### config.mk
export PLATFORM = sky130hd
export DESIGN_NAME = escaped_api_frame_receiver
export DESIGN_NICKNAME = d
export VERILOG_FILES = /design/src/rtl/eafr_pkg.sv /design/src/rtl/eafr_parse.sv /design/src/rtl/escaped_api_frame_receiver.sv
export VERILOG_INCLUDE_DIRS = /design/src /design/src/rtl
export SDC_FILE = /design/constraint.sdc
export NUM_CORES = 1
export LEC_CHECK = 0
export BUFFER_PORTS_ARGS = -buffer_cell sky130_fd_sc_hd__buf_2
export CAP_MARGIN = 20
export CORE_UTILIZATION = 35
export CTS_CLUSTER_SIZE = 8
export DETAILED_ROUTE_END_ITERATION = 10
export REMOVE_ABC_BUFFERS = 1
export SYNTH_ARGS = -nofsm -noshare
export SYNTH_HDL_FRONTEND = slang
export SYNTH_SLANG_ARGS = --single-unit
### constraint.sdc
create_clock -name clock -period 6.25 [get_ports clock]
set_input_delay 1.25 -clock clock [delete_from_list [all_inputs] [get_ports clock]]
set_output_delay 1.25 -clock clock [all_outputs]
set_load 0.02 [all_outputs]
### src/rtl/escaped_api_frame_receiver_assert.svh
// Assertion macros for the escaped API frame receiver.
// Used by escaped_api_frame_receiver.sv, which carries concurrent checks; needs nothing else.
`ifndef ESCAPED_API_FRAME_RECEIVER_ASSERT_SVH
`define ESCAPED_API_FRAME_RECEIVER_ASSERT_SVH

// Same-cycle implication, disabled during reset
`define EAFR_ASSERT_NOW(label, clk, rst, ante, cons, msg) \
   label: assert property (@(posedge clk) disable iff (rst) (ante) |-> (cons)) \
      else $error(msg);

// Next-cycle implication, disabled during reset
`define EAFR_ASSERT_NEXT(label, clk, rst, ante, cons, msg) \
   label: assert property (@(posedge clk) disable iff (rst) (ante) |=> (cons)) \
      else $error(msg);

`endif

### src/rtl/eafr_pkg.sv
// Shared constants and types for the escaped API frame receiver.
// No dependencies; used by eafr_parse and escaped_api_frame_receiver.
`default_nettype none

package eafr_pkg;

   localparam logic [7:0] DELIM_BYTE = 8'h7E;
   localparam logic [7:0] ESC_BYTE   = 8'h7D;
   localparam logic [7:0] ESC_XOR    = 8'h20;
   localparam logic [7:0] SUM_GOOD   = 8'hFF;

   localparam logic [1:0] KIND_DATA     = 2'd0;
   localparam logic [1:0] KIND_END_GOOD = 2'd1;
   localparam logic [1:0] KIND_END_BAD  = 2'd2;

   typedef struct packed {
      logic [1:0]  kind;
      logic [7:0]  data_byte;
      logic [15:0] data_index;
      logic        frame_end;
   } result_type;

endpackage

`default_nettype wire

### src/rtl/eafr_parse.sv
// Frame parser: delimiter/escape handling, length capture, running sum.
// Depends on eafr_pkg. Produces at most one result word per accepted byte.
`default_nettype none

module eafr_parse (
   input  wire                      clock,
   input  wire                      reset,
   input  wire                      take,
   input  wire  [7:0]               rx_byte,
   output logic                     res_valid,
   output eafr_pkg::result_type     res
);
   import eafr_pkg::*;

   logic        in_frame_ff, in_frame_in;
   logic        esc_ff, esc_in;
   logic [16:0] pos_ff, pos_in;
   logic [15:0] len_ff, len_in;
   logic [7:0]  sum_ff, sum_in;

   logic [7:0]  byte_val;
   logic [16:0] data_end;
   logic [16:0] index_full;
   logic [7:0]  sum_check;

   assign byte_val   = esc_ff ? (rx_byte ^ ESC_XOR) : rx_byte;
   assign data_end   = {1'b0, len_ff} + 17'd2;
   assign index_full = pos_ff - 17'd2;
   assign sum_check  = sum_ff + byte_val;

   always_comb begin
      in_frame_in = in_frame_ff;
      esc_in      = esc_ff;
      pos_in      = pos_ff;
      len_in      = len_ff;
      sum_in      = sum_ff;
      res_valid   = 1'b0;
      res         = '0;
      if (take) begin
         priority if (rx_byte == DELIM_BYTE) begin
            // a delimiter restarts the frame unconditionally
            in_frame_in = 1'b1;
            esc_in      = 1'b0;
            pos_in      = '0;
            len_in      = '0;
            sum_in      = '0;
         end else if (!in_frame_ff) begin
            // drop bytes outside a frame
         end else if (rx_byte == ESC_BYTE) begin
            esc_in = 1'b1;
         end else begin
            esc_in = 1'b0;
            priority if (pos_ff == 17'd0) begin
               len_in = {byte_val, 8'h00};
               pos_in = 17'd1;
            end else if (pos_ff == 17'd1) begin
               len_in = {len_ff[15:8], byte_val};
               pos_in = 17'd2;
            end else if (pos_ff < data_end) begin
               res_valid      = 1'b1;
               res.kind       = KIND_DATA;
               res.data_byte  = byte_val;
               res.data_index = index_full[15:0];
               res.frame_end  = 1'b0;
               sum_in         = sum_check;
               pos_in         = pos_ff + 17'd1;
            end else begin
               // checksum byte closes the frame
               res_valid      = 1'b1;
               res.kind       = (sum_check == SUM_GOOD) ? KIND_END_GOOD : KIND_END_BAD;
               res.data_byte  = '0;
               res.data_index = len_ff;
               res.frame_end  = 1'b1;
               in_frame_in    = 1'b0;
               pos_in         = '0;
               sum_in         = '0;
            end
         end
      end
   end

   always_ff @(posedge clock) begin
      if (reset) begin
         in_frame_ff <= 1'b0;
         esc_ff      <= 1'b0;
         pos_ff      <= '0;
         len_ff      <= '0;
         sum_ff      <= '0;
      end else begin
         in_frame_ff <= in_frame_in;
         esc_ff      <= esc_in;
         pos_ff      <= pos_in;
         len_ff      <= len_in;
         sum_ff      <= sum_in;
      end
   end

endmodule

`default_nettype wire

### src/rtl/escaped_api_frame_receiver.sv
// A result word is registered in the output register that drives rsp_*, or in
// a one-word skid register while that output is stalled; one byte is taken per
// cycle while the skid word is empty, even while a result waits to be taken.
// Reset (synchronous, active high) clears the frame state and empties both
// result registers; the block waits for a delimiter afterwards.
`default_nettype none

module escaped_api_frame_receiver (
   input  wire         clock,
   input  wire         reset,
   input  wire         req_valid,
   output logic        req_stall,
   input  wire  [7:0]  req_rx_byte,
   output logic        rsp_valid,
   input  wire         rsp_stall,
   output logic [1:0]  rsp_kind,
   output logic [7:0]  rsp_data_byte,
   output logic [15:0] rsp_data_index,
   output logic        rsp_frame_end
);
   import eafr_pkg::*;

   logic       take;
   logic       res_valid;
   result_type res;

   logic       out_valid_ff, out_valid_in;
   result_type out_ff, out_in;
   logic       skid_valid_ff, skid_valid_in;
   result_type skid_ff, skid_in;
   logic       out_load;

   // stall only when the skid word is occupied
   assign req_stall = skid_valid_ff;
   assign take      = req_valid && !req_stall;

   eafr_parse u_parse (
      .clock     (clock),
      .reset     (reset),
      .take      (take),
      .rx_byte   (req_rx_byte),
      .res_valid (res_valid),
      .res       (res)
   );

   assign out_load = !out_valid_ff || !rsp_stall;

   always_comb begin
      out_valid_in  = out_valid_ff;
      out_in        = out_ff;
      skid_valid_in = skid_valid_ff;
      skid_in       = skid_ff;
      if (out_load) begin
         // advance: skid word first, else the fresh result
         out_valid_in  = skid_valid_ff || res_valid;
         out_in        = skid_valid_ff ? skid_ff : res;
         skid_valid_in = 1'b0;
      end else if (res_valid) begin
         skid_valid_in = 1'b1;
         skid_in       = res;
      end
   end

   always_ff @(posedge clock) begin
      if (reset) begin
         out_valid_ff  <= 1'b0;
         skid_valid_ff <= 1'b0;
      end else begin
         out_valid_ff  <= out_valid_in;
         skid_valid_ff <= skid_valid_in;
      end
   end

   always_ff @(posedge clock) begin
      out_ff  <= out_in;
      skid_ff <= skid_in;
   end

   assign rsp_valid      = out_valid_ff;
   assign rsp_kind       = out_ff.kind;
   assign rsp_data_byte  = out_ff.data_byte;
   assign rsp_data_index = out_ff.data_index;
   assign rsp_frame_end  = out_ff.frame_end;

`include "escaped_api_frame_receiver_assert.svh"

   `EAFR_ASSERT_NOW(a_skid_behind_out, clock, reset, skid_valid_ff, out_valid_ff,
      "skid word held while output register empty")
   `EAFR_ASSERT_NOW(a_data_not_end, clock, reset,
      out_valid_ff && (out_ff.kind == KIND_DATA), !out_ff.frame_end,
      "data word flagged as frame end")
   `EAFR_ASSERT_NOW(a_end_no_byte, clock, reset,
      out_valid_ff && out_ff.frame_end, out_ff.data_byte == 8'h00,
      "end word carries a data byte")
   `EAFR_ASSERT_NEXT(a_skid_drains, clock, reset,
      skid_valid_ff && !rsp_stall, !skid_valid_ff,
      "skid word not drained after output taken")

endmodule

`default_nettype wire
==> out/metrics.csv <==
metric,value,unit
outcome,"complete, no violations",
placed wire-length estimate,9.32,mm
Max Buffers Root-to-Sink,2,
hold buffers post-CTS,0,
Horiz. Die Dim,127,um
antenna violations before repair,0,
Unique masters post-synth,57,
"count leader, synth",edfxtp_1,
DR iter-0 viols,333,
clock latency reported for the late side of the worst-skew pair,350,ps
drt wl/cell,16.9,um
area share of the largest cell type after synthesis,29.5,%
maximum number of pins on one net before global-route repair,33,
power density normalized to cell area,201,mW/mm2
"top cells by area, synth","edfxtp_1 30%, dfxtp_1 16%, ha_1 6.6%",
worst path required time,6350,ps
met2 GRT Util,30.2,%
unrepaired setup endpoints after global routing,false,
# DRC,0,
clock-pin slew on the worst setup and hold paths,70,ps
"setup slack, reg-to-reg",2020,ps
worst r2r dst,rsp_data_index[7],
mean instance size in the synthesized netlist,10.1,um2
fraction of the yosys area taken by sequential cells,45.9,%
number of vias per cell after detailed routing,5.32,
dominant synthesized flop cell,edfxtp_1,
number of buffers added by the clock tree synthesis step,9,
Critical Path End Type,flip-flop,
Port Buffer Count,40,
Diodes inserted,0,
"EDFF count, synth",54,
aggregate global routing overflow,0,
Setup-failing EPs final,0,
met1 Use GR,21.1,%
clk sink count,99,
DR vias,4194,
clock tree from TritonCTS,built,
top-level I/O count,41,
Clk Tree Root Cell,clkbuf_16,
count of standard-cell rows,45,
post-synthesis cell count,545,
count of state elements after synthesis,99,
async set-or-reset flop fraction in the synthesized netlist,0,%
full die area,0.0162,mm2
fraction of layout instances using a drive strength above 1,12.3,%
final critical delay including setup and external delays,4230,ps
area of the mapped netlist,0.00549,mm2
total negative slack for setup checks,0,ps
number of cells on the worst reg-to-reg path,12,
tightest slew margin relative to the limit,39.5,%
data arrival time of the critical path,4340,ps
antenna-violating nets left,0,
maximum level of the CTS H-tree,3,
final setup skew,7.58,ps
sequential cell area,0.00252,mm2
Fin. Hold Viols,0,
filler cell count,1476,
transition at the pin with the smallest max-transition slack,905,ps
GRT Total Usage,17.3,%
Synth area leader,edfxtp_1,
critical path launch point,u_parse.len_ff[3],
leakage power,0.00264,uW
Detailed Route WL,13.3,mm
final-stage net count,615,
"top cells by count, synth","54 x edfxtp_1, 45 x dfxtp_1, 39 x nand2_1",
Final period util,67.7,%
delay of the slowest critical-path stage,840,ps
global-route wire length before repair,21.7,mm
cell type with the highest occurrence count on the critical path,nand3_1,
GRT met3 Usage,2.22,%
Core ar.,0.0153,mm2
critical-path maximum fanout,21,
number of search-and-repair iterations in the first detailed-routing pass,4,
Placed Instance Area,0.00588,mm2
cell with the largest stage delay on the worst path,o41a_1,
number of global-route vias before repair,4227,
Setup crit start kind,flip-flop,
gpl congestion,0.826,
critical-path cell list,and3_1 > and2_1 > nand4_1 > nor2b_1 > nand3_1 > ha_1 > nand3_1 > nor2_1 > a221oi_1 > o41a_1 > mux2_2 > a22o_1,
"Non-Filler Cell Area, Final",0.00616,mm2
Die Y-Extent,127,um
pins over their slew limit,0,
destination of the critical timing path,rsp_data_index[7],
type of the worst min-delay path,reg -> reg,
layout-stage area growth over the synthesis result,12.1,%
worst r2r src,u_parse.len_ff[3],
busiest grt layer,met2,
Setup Buffers After CTS,0,
synth warn,0,
initial standard-cell utilization of the core,36.0,%
Max Cap Violations,0,
Worst IR Drop VDD,0.115,mV
area of combinational cells with multiple inputs,0.00280,mm2
critical path type,reg -> reg,
cells resized by post-CTS repair,0,
maximum frequency from static timing analysis,236,MHz
==> placed cells by master, fill, tap and decap left out, drive strengths merged, types with 3 or more instances in the layout <==
master  count
and2        7
clkbuf     10
ha         29
o21ai       9
buf        47
nor2       35
xor2       18
a21oi      24
nand3      30
nand4       9
xnor2      17
a22oi       4
a21o       11
clkinv      3
and3       27
o211ai      4
or3         3
nand2      39
a211oi      4
nor4        6
or2        10
a211o       9
edfxtp     54
nand2b      8
a22o       18
inv        15
dfxtp      45
o31ai      13
nor2b      12
a32oi       8
nor3       23
==> cells by family after synthesis <==
kind of cell,count (synthesis),share of synthesized area (%)
AOI/OAI and AO/OA,119,16.3
xor gates and xnor gates,35,5.58
adders and majority gates,30,6.97
buffers and inverters,43,3.46
DFF,99,45.9
muxes,3,0.569
and+or+nand+nor,216,21.2
==> critical path, delay by kind of cell, from the launching register on <==
kind,cells,cell delay [ps]
fa+ha+maj,1,320
flops,1,420
compound gates,3,1530
simple gates,7,1280
mux,1,430
==> through the flow <==
stage                     utilization, %  setup WS [ps]  std cells  hold WS (ps)  total power, uW
after detailed placement            38.6           2080        773           458              726
after global placement              38.6           2210        773           448              724
after floorplan                        -           1620        515           434              709
final                               40.4           2020        789           471             1240
after CTS                           40.4           2060        789           470             1250
after global routing                40.4           1770        789           495             1280
==> power breakdown <==
| part | internal [uW] | switching, uW | total, uW |
|---|---|---|---|
| Sequential | 678 | 0.338 | 679 |
| Clock | 275 | 254 | 528 |
| Combinational | 10.0 | 22.1 | 32.1 |
==> area by class of cell <==
| cell class | count | share of cell area [%] |
|---|---|---|
| Sequential cell | 99 | 40.9 |
| Multi-Input combinational cell | 403 | 45.4 |
| Timing Repair Buffer | 47 | 4.10 |
| Inverter | 13 | 0.792 |
| Tap cell | 211 | 4.29 |
| Clock inverter | 6 | 0.792 |
| Clock buffer | 10 | 3.72 |
==> registers in the layout (all words and copies together), names as in the netlist <==
| name | count |
|---|---|
| skid_ff | 27 |
| u_parse.pos_ff | 17 |
| rsp_data_index | 16 |
| u_parse.len_ff | 16 |
| rsp_data_byte | 8 |
| u_parse.sum_ff | 8 |
| rsp_kind | 2 |
| req_stall | 1 |
| rsp_frame_end | 1 |
| rsp_valid | 1 |
| u_parse.esc_ff | 1 |
| u_parse.in_frame_ff | 1 |
==> worst min path at each step <==
| stage | from | end | depth (start not counted) |
|---|---|---|---|
| after CTS | u_parse.esc_ff | u_parse.esc_ff | 2 |
| after floorplan | u_parse.len_ff[0] | u_parse.len_ff[0] | 2 |
| after detailed placement | u_parse.esc_ff | u_parse.esc_ff | 2 |
| after global routing | u_parse.sum_ff[6] | u_parse.sum_ff[6] | 2 |
| final | u_parse.esc_ff | u_parse.esc_ff | 2 |
| after global placement | u_parse.sum_ff[6] | u_parse.sum_ff[6] | 2 |
==> metal layers <==
layer  part of all wire [%]  vias to the layer above  wire length [um]
li1                       -                     2093                 -
met1                     45                     2015              6030
met2                     50                       63              6700
met3                    1.9                       23               248
met4                    2.7                        0               361
met5                      0                        -                 0
Note: power is estimated with default switching activity, not from simulation.
